`src/sv/rtcs_pkg.sv`:
```
`timescale 1ns / 1ps

package rtcs_pkg;

  // stream word widths and device address width
  localparam int unsigned InTdataW  = 40;
  localparam int unsigned OutTdataW = 40;
  localparam int unsigned AddrW     = 7;

  localparam logic [AddrW-1:0] DevAddrReset = 7'd104;

  // clock chip register pointers and data
  localparam logic [7:0] RegTime     = 8'h00;
  localparam logic [7:0] RegAlarm    = 8'h07;
  localparam logic [7:0] RegControl  = 8'h0E;
  localparam logic [7:0] RegStatus   = 8'h0F;
  localparam logic [7:0] CtrlValue   = 8'b00000101;
  localparam logic [7:0] StatusClear = 8'h00;

  // bus commands
  typedef enum logic [2:0] {
    CMD_NONE    = 3'd0,
    CMD_START   = 3'd1,
    CMD_SEND    = 3'd2,
    CMD_RX_ACK  = 3'd3,
    CMD_RX_NACK = 3'd4,
    CMD_STOP    = 3'd5
  } cmd_e;

  // operation kinds, control write is the chained alarm transaction
  typedef enum logic [2:0] {
    OP_READ  = 3'd0,
    OP_WRITE = 3'd1,
    OP_ALARM = 3'd2,
    OP_CLEAR = 3'd3,
    OP_CTRL  = 3'd4,
    OP_NONE  = 3'd5
  } op_e;

  // sequence steps, one-hot
  typedef enum logic [19:0] {
    ST_IDLE     = 20'h00001,
    ST_START    = 20'h00002,
    ST_ADDR     = 20'h00004,
    ST_PTR_READ = 20'h00008,
    ST_RESTART  = 20'h00010,
    ST_RADDR    = 20'h00020,
    ST_RSEC     = 20'h00040,
    ST_RMIN     = 20'h00080,
    ST_RHOUR    = 20'h00100,
    ST_WSEC     = 20'h00200,
    ST_WMIN     = 20'h00400,
    ST_WHOUR    = 20'h00800,
    ST_ASEC     = 20'h01000,
    ST_AMIN     = 20'h02000,
    ST_AHOUR    = 20'h04000,
    ST_ACHAIN   = 20'h08000,
    ST_CLR      = 20'h10000,
    ST_CTRL     = 20'h20000,
    ST_CTRL_VAL = 20'h40000,
    ST_FINISH   = 20'h80000
  } step_e;

  // one input word, unpacked
  typedef struct packed {
    logic       req_type;
    logic [1:0] operation;
    logic [7:0] set_seconds;
    logic [7:0] set_minutes;
    logic [7:0] set_hours;
    logic [7:0] bus_rx_byte;
  } item_t;

  // one result word, unpacked
  typedef struct packed {
    cmd_e       bus_command;
    logic [7:0] send_byte;
    logic [7:0] rtc_sec;
    logic [7:0] rtc_min;
    logic [7:0] rtc_hour;
    logic       op_done;
    logic       busy_res;
  } result_t;

endpackage

```
`src/sv/rtcs_fsm.sv`:
```
`timescale 1ns / 1ps

module rtcs_fsm (
  input  logic                      clk_i,
  input  logic                      rst_ni,
  input  logic                      step_en_i,
  input  rtcs_pkg::item_t           item_i,
  input  logic [rtcs_pkg::AddrW-1:0] dev_addr_i,
  output rtcs_pkg::result_t         result_o
);
  import rtcs_pkg::*;

  step_e      step_q, step_d;
  op_e        op_q, op_d;
  logic [7:0] pend_sec_q, pend_sec_d;
  logic [7:0] pend_min_q, pend_min_d;
  logic [7:0] pend_hour_q, pend_hour_d;
  logic [7:0] capt_sec_q, capt_sec_d;
  logic [7:0] capt_min_q, capt_min_d;
  logic [7:0] capt_hour_q, capt_hour_d;
  cmd_e       cmd;
  logic [7:0] tx;
  logic       done;
  logic [7:0] waddr;

  assign waddr = {dev_addr_i, 1'b0};

  // next step and bus command for the word at the input register
  always_comb begin
    step_d      = step_q;
    op_d        = op_q;
    pend_sec_d  = pend_sec_q;
    pend_min_d  = pend_min_q;
    pend_hour_d = pend_hour_q;
    capt_sec_d  = capt_sec_q;
    capt_min_d  = capt_min_q;
    capt_hour_d = capt_hour_q;
    cmd         = CMD_NONE;
    tx          = 8'h00;
    done        = 1'b0;
    if (!item_i.req_type) begin
      // start request, dropped while an operation runs
      if (step_q == ST_IDLE) begin
        op_d        = op_e'({1'b0, item_i.operation});
        pend_sec_d  = item_i.set_seconds;
        pend_min_d  = item_i.set_minutes;
        pend_hour_d = item_i.set_hours;
        cmd         = CMD_START;
        step_d      = ST_START;
      end
    end else begin
      case (step_q)
        ST_START: begin
          cmd    = CMD_SEND;
          tx     = waddr;
          step_d = ST_ADDR;
        end
        ST_ADDR: begin
          cmd = CMD_SEND;
          case (op_q)
            OP_READ: begin
              tx     = RegTime;
              step_d = ST_PTR_READ;
            end
            OP_WRITE: begin
              tx     = RegTime;
              step_d = ST_WSEC;
            end
            OP_ALARM: begin
              tx     = RegAlarm;
              step_d = ST_ASEC;
            end
            OP_CLEAR: begin
              tx     = RegStatus;
              step_d = ST_CLR;
            end
            OP_CTRL: begin
              tx     = RegControl;
              step_d = ST_CTRL;
            end
            default: begin
              cmd    = CMD_STOP;
              done   = 1'b1;
              step_d = ST_IDLE;
              op_d   = OP_NONE;
            end
          endcase
        end
        ST_PTR_READ: begin
          cmd    = CMD_START;
          step_d = ST_RESTART;
        end
        ST_RESTART: begin
          cmd    = CMD_SEND;
          tx     = waddr | 8'h01;
          step_d = ST_RADDR;
        end
        ST_RADDR: begin
          cmd    = CMD_RX_ACK;
          step_d = ST_RSEC;
        end
        ST_RSEC: begin
          capt_sec_d = item_i.bus_rx_byte;
          cmd        = CMD_RX_ACK;
          step_d     = ST_RMIN;
        end
        ST_RMIN: begin
          capt_min_d = item_i.bus_rx_byte;
          cmd        = CMD_RX_NACK;
          step_d     = ST_RHOUR;
        end
        ST_RHOUR: begin
          capt_hour_d = item_i.bus_rx_byte;
          cmd         = CMD_STOP;
          done        = 1'b1;
          step_d      = ST_IDLE;
          op_d        = OP_NONE;
        end
        ST_WSEC: begin
          cmd    = CMD_SEND;
          tx     = pend_sec_q;
          step_d = ST_WMIN;
        end
        ST_ASEC: begin
          cmd    = CMD_SEND;
          tx     = pend_sec_q;
          step_d = ST_AMIN;
        end
        ST_WMIN: begin
          cmd    = CMD_SEND;
          tx     = pend_min_q;
          step_d = ST_WHOUR;
        end
        ST_AMIN: begin
          cmd    = CMD_SEND;
          tx     = pend_min_q;
          step_d = ST_AHOUR;
        end
        ST_WHOUR: begin
          cmd    = CMD_SEND;
          tx     = pend_hour_q;
          step_d = ST_FINISH;
        end
        ST_AHOUR: begin
          cmd    = CMD_SEND;
          tx     = pend_hour_q;
          step_d = ST_ACHAIN;
        end
        // alarm set, chain the control register write
        ST_ACHAIN: begin
          cmd    = CMD_START;
          op_d   = OP_CTRL;
          step_d = ST_START;
        end
        ST_CLR: begin
          cmd    = CMD_SEND;
          tx     = StatusClear;
          step_d = ST_FINISH;
        end
        ST_CTRL: begin
          cmd    = CMD_SEND;
          tx     = CtrlValue;
          step_d = ST_CTRL_VAL;
        end
        ST_CTRL_VAL, ST_FINISH: begin
          cmd    = CMD_STOP;
          done   = 1'b1;
          step_d = ST_IDLE;
          op_d   = OP_NONE;
        end
        default: begin
          step_d = ST_IDLE;
        end
      endcase
    end
  end

  // result seen after this word
  assign result_o.bus_command = cmd;
  assign result_o.send_byte   = tx;
  assign result_o.rtc_sec     = capt_sec_d;
  assign result_o.rtc_min     = capt_min_d;
  assign result_o.rtc_hour    = capt_hour_d;
  assign result_o.op_done     = done;
  assign result_o.busy_res    = (step_d != ST_IDLE);

  // sequencer state
  always_ff @(posedge clk_i or negedge rst_ni) begin
    if (!rst_ni) begin
      step_q      <= ST_IDLE;
      op_q        <= OP_NONE;
      pend_sec_q  <= 8'h00;
      pend_min_q  <= 8'h00;
      pend_hour_q <= 8'h00;
      capt_sec_q  <= 8'h00;
      capt_min_q  <= 8'h00;
      capt_hour_q <= 8'h00;
    end else if (step_en_i) begin
      step_q      <= step_d;
      op_q        <= op_d;
      pend_sec_q  <= pend_sec_d;
      pend_min_q  <= pend_min_d;
      pend_hour_q <= pend_hour_d;
      capt_sec_q  <= capt_sec_d;
      capt_min_q  <= capt_min_d;
      capt_hour_q <= capt_hour_d;
    end
  end

endmodule

```
`src/sv/i2c_rtc_transaction_sequencer.sv`:
```
`timescale 1ns / 1ps

// Bus transaction sequencer for a real-time clock chip. Each input word is
// either a start request (operation and three time bytes) or a bus completion
// event (with the received byte); each word gives exactly one result word with
// the next bus command, the byte to send, the last time bytes read, an end of
// operation mark on tlast and a busy flag. One word is taken per clock cycle
// while the result word is not stalled by m_axis_tready; each word passes
// through the input register, then its result word through the result
// register. The sequence step register updates with each word that advances.
// Write the device address only while no word is in flight; it resets to 104.
module i2c_rtc_transaction_sequencer (
  input  logic                             clk_i,
  input  logic                             rst_ni,
  input  logic                             cfg_we_i,
  input  logic [rtcs_pkg::AddrW-1:0]       cfg_wdata_i,    // device_address
  input  logic                             s_axis_tvalid,
  output logic                             s_axis_tready,
  // operation, set_seconds, set_minutes, set_hours, bus_rx_byte, zero fill
  input  logic [rtcs_pkg::InTdataW-1:0]    s_axis_tdata,
  input  logic                             s_axis_tuser,   // req_type
  output logic                             m_axis_tvalid,
  input  logic                             m_axis_tready,
  // send_byte, rtc_sec, rtc_min, rtc_hour, busy_res, zero fill
  output logic [rtcs_pkg::OutTdataW-1:0]   m_axis_tdata,
  output logic [2:0]                       m_axis_tuser,   // bus_command
  output logic                             m_axis_tlast    // op_done
);
  import rtcs_pkg::*;

  logic [AddrW-1:0] dev_addr_q;
  logic             in_valid_q;
  item_t            in_item_q;
  item_t            s_item;
  logic             out_valid_q;
  result_t          out_res_q;
  result_t          step_res;
  logic             out_ready;
  logic             advance;
  logic             in_accept;

  // device address register
  always_ff @(posedge clk_i or negedge rst_ni) begin
    if (!rst_ni) begin
      dev_addr_q <= DevAddrReset;
    end else if (cfg_we_i) begin
      dev_addr_q <= cfg_wdata_i;
    end
  end

  // handshake between input register and result register
  assign out_ready     = !out_valid_q || m_axis_tready;
  assign advance       = in_valid_q && out_ready;
  assign s_axis_tready = !in_valid_q || advance;
  assign in_accept     = s_axis_tvalid && s_axis_tready;

  // unpack the input word
  assign s_item.req_type    = s_axis_tuser;
  assign s_item.operation   = s_axis_tdata[1:0];
  assign s_item.set_seconds = s_axis_tdata[9:2];
  assign s_item.set_minutes = s_axis_tdata[17:10];
  assign s_item.set_hours   = s_axis_tdata[25:18];
  assign s_item.bus_rx_byte = s_axis_tdata[33:26];

  // input register
  always_ff @(posedge clk_i or negedge rst_ni) begin
    if (!rst_ni) begin
      in_valid_q <= 1'b0;
    end else if (in_accept) begin
      in_valid_q <= 1'b1;
    end else if (advance) begin
      in_valid_q <= 1'b0;
    end
  end

  always_ff @(posedge clk_i) begin
    if (in_accept) begin
      in_item_q <= s_item;
    end
  end

  // sequencer step logic and state
  rtcs_fsm u_fsm (
    .clk_i      (clk_i),
    .rst_ni     (rst_ni),
    .step_en_i  (advance),
    .item_i     (in_item_q),
    .dev_addr_i (dev_addr_q),
    .result_o   (step_res)
  );

  // result register
  always_ff @(posedge clk_i or negedge rst_ni) begin
    if (!rst_ni) begin
      out_valid_q <= 1'b0;
    end else if (advance) begin
      out_valid_q <= 1'b1;
    end else if (m_axis_tready) begin
      out_valid_q <= 1'b0;
    end
  end

  always_ff @(posedge clk_i) begin
    if (advance) begin
      out_res_q <= step_res;
    end
  end

  // pack the result word
  assign m_axis_tvalid = out_valid_q;
  assign m_axis_tuser  = out_res_q.bus_command;
  assign m_axis_tlast  = out_res_q.op_done;
  assign m_axis_tdata  = {7'b0, out_res_q.busy_res, out_res_q.rtc_hour,
                          out_res_q.rtc_min, out_res_q.rtc_sec,
                          out_res_q.send_byte};

endmodule

```
`config.mk`:
```
export PLATFORM = sky130hd
export DESIGN_NAME = i2c_rtc_transaction_sequencer
export DESIGN_NICKNAME = d
export VERILOG_FILES = /design/src/sv/rtcs_pkg.sv /design/src/sv/rtcs_fsm.sv /design/src/sv/i2c_rtc_transaction_sequencer.sv
export SDC_FILE = /design/constraint.sdc
export NUM_CORES = 1
export LEC_CHECK = 0
export BUFFER_PORTS_ARGS = -buffer_cell sky130_fd_sc_hd__buf_2
export CAP_MARGIN = 20
export CELL_PAD_IN_SITES_DETAIL_PLACEMENT = 0
export CELL_PAD_IN_SITES_GLOBAL_PLACEMENT = 1
export CORE_AREA = 2 2 150 152
export DETAILED_ROUTE_END_ITERATION = 10
export DIE_AREA = 0 0 152 154
export PLACE_DENSITY = 0.67
export SLEW_MARGIN = 20
export SYNTH_ARGS = -nofsm -noshare
export SYNTH_HDL_FRONTEND = slang
export SYNTH_SLANG_ARGS = --single-unit
```
`constraint.sdc`:
```
create_clock -name clk_i -period 5.2 [get_ports clk_i]
set_input_delay 0.52 -clock clk_i [delete_from_list [all_inputs] [get_ports clk_i]]
set_output_delay 0.52 -clock clk_i [all_outputs]
set_load 0.01 [all_outputs]
```
==> results of run 1 <==
==> worst reg2reg max path, delay by kind of cell, from the launching register on <==
| kind | cells | cell delay (ns) |
|---|---|---|
| AO/OA/AOI/OAI | 3 | 1.44 |
| flip-flops | 1 | 0.47 |
| AND/OR/NAND/NOR | 2 | 0.83 |
==> cells in the mapped netlist (all sizes together) <==
cell type / number
o21ai: 11
nand3: 9
and2: 1
nor4: 7
o31ai: 3
o211a: 1
or4: 2
xnor2: 1
o31a: 1
nor2: 23
a32o: 3
mux2: 39
a21o: 2
or4b: 1
nand4b: 4
a21oi: 11
nand2: 146
a22o: 7
o22ai: 4
or3: 1
and4: 4
conb: 1
a22oi: 13
nand4: 8
a221oi: 1
nor3: 5
nor2b: 5
dfstp: 6
xor2: 1
nand3b: 5
nand2b: 6
edfxtp: 72
a221o: 1
o41ai: 1
a31oi: 5
nor4b: 2
dfrtp: 74
inv: 6
clkbuf: 11
buf: 15
a211oi: 1
==> cells by family (layout without fill, tap and decap cells) <==
| family | Yosys count | count (layout) | synth area share |
|---|---|---|---|
| compound gates | 65 | 65 | 0.0725 |
| other cells | 1 | 7 | 0.000584 |
| buf+inv | 32 | 127 | 0.0257 |
| mux | 39 | 39 | 0.0684 |
| flops | 152 | 152 | 0.650 |
| xor+xnor | 2 | 2 | 0.00273 |
| simple gates | 229 | 229 | 0.181 |
==> timing repair <==
action / CTS / global route
hold endpoints to repair: 20 / 0
hold buffers: 1 / 0
setup buffers: 0 / 0
==> registers in the layout, indices dropped and copies added, names as in the netlist <==
register and flops:
dev_addr_q 7, in_item_q 35, in_valid_q 1, m_axis_tdata 33, m_axis_tlast 1, m_axis_tuser 3, m_axis_tvalid 1, u_fsm.capt_hour_q 8
u_fsm.capt_min_q 8, u_fsm.capt_sec_q 8, u_fsm.op_q 3, u_fsm.pend_hour_q 8, u_fsm.pend_min_q 8, u_fsm.pend_sec_q 8, u_fsm.step_q 20
==> power breakdown <==
group / internal (mW) / switching [mW] / leakage [nW]
registers: 1.43 / 0.105 / 1.75
logic: 0.165 / 0.283 / 1.36
clock network: 0.729 / 0.544 / 0.295
==> worst max-delay path by stage <==
stage | cells after the start | endpoint | slack, ns | startpoint
floorplan | 5 | m_axis_tdata[0]$_SDFFCE_PN0P_ | 2.39 | m_axis_tready
global placement | 5 | m_axis_tdata[4]$_SDFFCE_PN0P_ | 2.38 | u_fsm.step_q[5]$_DFFE_PN0P_
detailed placement | 5 | m_axis_tdata[3]$_SDFFCE_PN0P_ | 2.29 | u_fsm.step_q[5]$_DFFE_PN0P_
CTS | 5 | m_axis_tdata[3]$_SDFFCE_PN0P_ | 2.30 | u_fsm.step_q[5]$_DFFE_PN0P_
global route | 5 | m_axis_tdata[3]$_SDFFCE_PN0P_ | 2.14 | u_fsm.step_q[5]$_DFFE_PN0P_
finish | 5 | m_axis_tdata[3]$_SDFFCE_PN0P_ | 2.30 | u_fsm.step_q[5]$_DFFE_PN0P_
==> final cells by class <==
class / instances / share of cell area
flip-flops and latches: 152 / 0.540
multi-input cells: 342 / 0.273
repair buffers: 89 / 0.0601
clock buffers: 17 / 0.0551
well taps: 280 / 0.0454
clock inverters: 15 / 0.0233
inverters: 6 / 0.00292
==> through the flow <==
| stage | util | hold slack [ns] | setup slack, ns | std cells |
|---|---|---|---|---|
| 6_report | 0.356 | 0.255 | 2.30 | 901 |
| 5_1_grt | 0.356 | 0.238 | 2.14 | 901 |
| 4_1_cts | 0.356 | 0.237 | 2.30 | 900 |
| 3_5_place_dp | 0.327 | 0.430 | 2.29 | 867 |
| 3_3_place_gp | 0.327 | 0.434 | 2.38 | 867 |
| 2_1_floorplan | - | 0.224 | 2.39 | 526 |
==> layer usage <==
metal	routed length (um)	up-vias
met5	0	-
met4	175	0
met3	765	11
met2	6770	129
met1	6480	2058
li1	-	2028
==> results.md, run 1 <==
* Flop2flop setup slack at 2.30 ns
* Number of global-route vias before repair at 4414
* Share of cells above drive strength 1 at 0.291
* CP arrival at 3.18 ns
* Max cap viols at 0
* DR pass1 iterations at 5
* Top cells by area, synth: edfxtp_1, dfrtp_1, nand2_1
* Yosys warns at 0
* Top-Level Pins at 99
* Largest net degree at the start of global routing at 63
* CP Launch Type: flop
* Final wirelength at 14.2 mm
* Period utilization at 0.558
* Hold endpoint: in_item_q[23]$_DFFE_PP_
* GR Util met1 at 0.162
* Die W at 152 um
* FF+latch count, synth at 152
* CP endpoint kind: flop
* Outcome: finished, final reports clean
* CP cell instances: nor4_4, nand4_1, o21ai_1, o41ai_4, a31oi_1
* GRT overflow at 0
* GR met2 Demand/Resource at 0.198
* Vias per inst at 4.69
* Post-Route Setup TNS at 0 ns
* Starting Density at 0.296
* Worst-path clk slew at 0.07 ns
* Max Slew Vio Count at 0
* Row count at 54
* Maximum clock path buffer count at 2
* Sequential share of the synthesized area at 0.650
* CP Buf/Inv Count at 0
* Clk_lat worst skew at 0.43 ns
* Busiest layer in global routing: met2
* Post-DRT Antenna Nets at 0
* Routed vias at 4226
* Commonest non-fill, non-tap cells in the layout: nand2_1, buf_2, dfrtp_1
* CP Data Required Time at 5.47 ns
* Fmax at 0.345 GHz
* Final Total Pwr at 3.26 mW
* Post-DP HPWL at 9.41 mm
* Nets at 661
* Multi-input logic area at 2110 um2
* TritonCTS clock tree: done
* GP Congestion at 0.801
* Residual DRC at 0
* Slew margin rel. at 0.253
* Clock root buffer: clkbuf_16
* Hold depth at 1
* RSZ-0062 raised after global routing: no
* Cell taking the most area after synthesis: edfxtp_1
* DR iter-0 viols at 241
* IO buf count at 85
* Distinct cells, synth at 55
* Hold path start: s_axis_tdata[17]
* Area post-placement at 7100 um2
* Post-synth top area share at 0.337
* Clock tree sinks at 152
* Leak Pwr at 3.41 nW
* Setup Viol. Count Final at 0
* Clock Skew at 0.0155 ns
* Antenna violations before repair at 0
* Max incr delay on CP at 0.94 ns
* Met3 usage at 0.0361
* Filler cells at 2118
* Core ar. at 21700 um2
* Drt wl/cell at 15.7 um
* TritonCTS buffer count at 17
* Register area at 4170 um2
* Cell Area, Synth at 6420 um2
* Path type of the worst setup path: reg -> reg
* Die area at 23400 um2
* Max Fanout on Critical Path at 11
* Ant diodes at 0
* Peak supply drop at 192 uV
* H-tree depth at 4
* Worst hold path type: in -> reg
* Worst Tran Pin Value at 1.11 ns
* Reg-to-Reg Start: u_fsm.step_q[5]$_DFFE_PN0P_
* Most common cell after layout, fill and taps aside: nand2_1
* Syn_area_per_cell at 12.4 um2
* Post-Synthesis Cells at 520
* Family with the most delay on the worst path: compound AO/OA/AOI/OAI gates
* Die height at 154 um
* Post-cts resize count at 0
* Final hold violation count at 0
* Total GRT Usage at 0.125
* First-pass GRT wire length at 23.1 mm
* Min cycle time layout at 2.90 ns
* Area grow syn2layout at 20.3%
* Slowest cell on crit path: o21ai_1
* R2r endpoint: m_axis_tdata[3]$_SDFFCE_PN0P_
* Worst R2R Path Depth at 5
* Final non-filler cell area at 7720 um2
* PwrDens at 421 nW/um2
(Power assumes the default switching activity.)
==> run 2, diff against run 1 <==
==> constraint.sdc (replaced) <==
create_clock -name clk_i -period 2.8 [get_ports clk_i]
set_input_delay 0.28 -clock clk_i [delete_from_list [all_inputs] [get_ports clk_i]]
set_output_delay 0.28 -clock clk_i [all_outputs]
set_load 0.01 [all_outputs]
==> run 2 against run 1 <==
Via count up 0.45%. Cell count up 0.55%. Core utilization grew 0.46 points. Hold slack worse by 0.23 ns. Non-clock buffer count grew 5. Global-route usage shrank 0.060 points. Design area rose by 1.3%.
==> results.md, run 2 (synthesized netlist as in run 1, its figures left out) <==
* Number of global-route vias before repair at 4389 (-0.57%)
* Setup Viol. Count Final at 0 (unchanged)
* Peak supply drop at 358 uV (+86%)
* Hold path start: s_axis_tdata[5]
* Worst-path clk slew at 0.07 ns (about the same)
* Clk_lat worst skew at 0.42 ns (about the same)
* GP Congestion at 0.825 (+3.1%)
* Period utilization at 0.886 (+0.328)
* Register area at 4170 um2 (unchanged)
* Routed vias at 4245 (+0.45%)
* Leak Pwr at 3.46 nW (+1.5%)
* Slew margin rel. at 0.481 (+0.228)
* CP endpoint kind: flop
* First-pass GRT wire length at 23.0 mm (-0.30%)
* Die height at 154 um (unchanged)
* Antenna violations before repair at 0 (unchanged)
* Commonest non-fill, non-tap cells in the layout: nand2_1, buf_2, dfrtp_1
* Final non-filler cell area at 7820 um2 (+1.3%)
* H-tree depth at 4 (unchanged)
* Final hold violation count at 0 (unchanged)
* Largest Register: in_item_q
* Reg-to-Reg Start: u_fsm.step_q[5]$_DFFE_PN0P_
* Nets at 666 (+0.76%)
* CP Launch Type: flop
* Post-DRT Antenna Nets at 0 (unchanged)
* Starting Density at 0.296 (unchanged)
* Area grow syn2layout at 21.8%
* Max cap viols at 0 (unchanged)
* Residual DRC at 0 (unchanged)
* Area post-placement at 7150 um2 (+0.81%)
* Path type of the worst setup path: reg -> reg
* Post-DP HPWL at 9.53 mm (+1.3%)
* Ant diodes at 0 (unchanged)
* Most common cell after layout, fill and taps aside: nand2_1
* TritonCTS buffer count at 17 (unchanged)
* Drt wl/cell at 15.8 um (+0.40%)
* Clock root buffer: clkbuf_16
* Flop2flop setup slack at 0.32 ns (-1.98 ns)
* Slowest cell on crit path: nor4_4
* Max reg flops at 35 (unchanged)
* Total GRT Usage at 0.125 (-0.000599)
* Die area at 23400 um2 (unchanged)
* CP cell instances: nor4_4, and4_1, a31oi_1, nand2b_4, a21o_1, a221o_1
* Maximum clock path buffer count at 2 (unchanged)
* Top-Level Pins at 99 (unchanged)
* Vias per inst at 4.69 (-0.10%)
* Min cycle time layout at 2.48 ns (-0.421 ns)
* Clock tree sinks at 152 (unchanged)
* Multi-input logic area at 2110 um2 (unchanged)
* Max Slew Vio Count at 0 (unchanged)
* Row count at 54 (unchanged)
* Fmax at 0.403 GHz (+17%)
* Largest net degree at the start of global routing at 81 (+29%)
* CP arrival at 2.83 ns (-0.35 ns)
* Clock Skew at 0.00929 ns (-0.00619 ns)
* Die W at 152 um (unchanged)
* PwrDens at 796 nW/um2 (+89%)
* CP Data Required Time at 3.15 ns (-2.32 ns)
* Setup crit start: u_fsm.step_q[5]$_DFFE_PN0P_
* Core ar. at 21700 um2 (unchanged)
* IO buf count at 85 (unchanged)
* Filler cells at 2106 (-0.57%)
* Max incr delay on CP at 0.56 ns (-0.38 ns)
* Worst hold path type: in -> reg
* Final wirelength at 14.3 mm (+0.96%)
* TritonCTS clock tree: done
* DR iter-0 viols at 205 (-15%)
* Worst Tran Pin Value at 0.778 ns (-0.334 ns)
* Outcome: finished, final reports clean
* Max Fanout on Critical Path at 18 (+7)
* Post-Route Setup TNS at 0 ns (unchanged)
* Final Hold Slack at 0.0298 ns (-0.225 ns)
* DR pass1 iterations at 5 (unchanged)
* Share of cells above drive strength 1 at 0.297 (+0.00566)
* GRT overflow at 0 (unchanged)
* RSZ-0062 raised after global routing: no
## run 2: critical path: cells and delay by family (launching register included)
kind             cells  cell delay [ns]
flip-flops           1             0.47
AO/OA/AOI/OAI        3             0.71
AND/OR/NAND/NOR      3             1.23
## run 2: power breakdown
group / switching, mW / total (mW) / internal [mW]
logic: 0.535 / 0.850 / 0.315
clock network: 0.988 / 2.53 / 1.54
registers: 0.195 / 2.85 / 2.65
total: 1.72 / 6.22 / 4.51
## run 2: timing repair
item | CTS | global route
buffers inserted | 0 | 0
gates resized for setup | 0 | 0
hold buffers | 0 | 1
hold endpoints to repair | 0 | 73
## run 2: per-layer routing
metal	vias to the layer above	track usage	share of wire
met4	0	0.0347	0.0077
met3	9	0.0358	0.048
met1	2066	0.156	0.46
met2	128	0.211	0.49
met5	-	0	0
li1	2042	-	-
## run 2: final timing paths
check,end,cells after the start
setup / recovery,u_fsm.op_q[0]$_DFFE_PN1P_,6
hold / removal,in_item_q[27]$_DFFE_PP_,1
setup reg to reg,u_fsm.op_q[0]$_DFFE_PN1P_,6
hold reg to reg,u_fsm.pend_min_q[3]$_DFFE_PN0P_,2
max in group asynchronous,u_fsm.capt_min_q[7]$_DFFE_PN0P_,2
min in group asynchronous,u_fsm.pend_hour_q[0]$_DFFE_PN0P_,2
## run 2: metrics by stage
stage	std cells	setup WS (ns)	power, mW	utilization
global placement	873	0.382	3.71	0.330
CTS	905	0.344	6.30	0.360
finish	906	0.319	6.22	0.361
detailed placement	873	0.359	3.75	0.330
global route	906	0.157	6.53	0.361
floorplan	526	0.106	3.44	-
## run 2: final cells by class
cell class / count / area share
Sequential cell: 152 / 0.533
Multi-Input combinational cell: 342 / 0.270
Timing Repair Buffer: 94 / 0.0657
Clock buffer: 17 / 0.0544
Tap cell: 280 / 0.0448
Clock inverter: 15 / 0.0293
Inverter: 6 / 0.00288
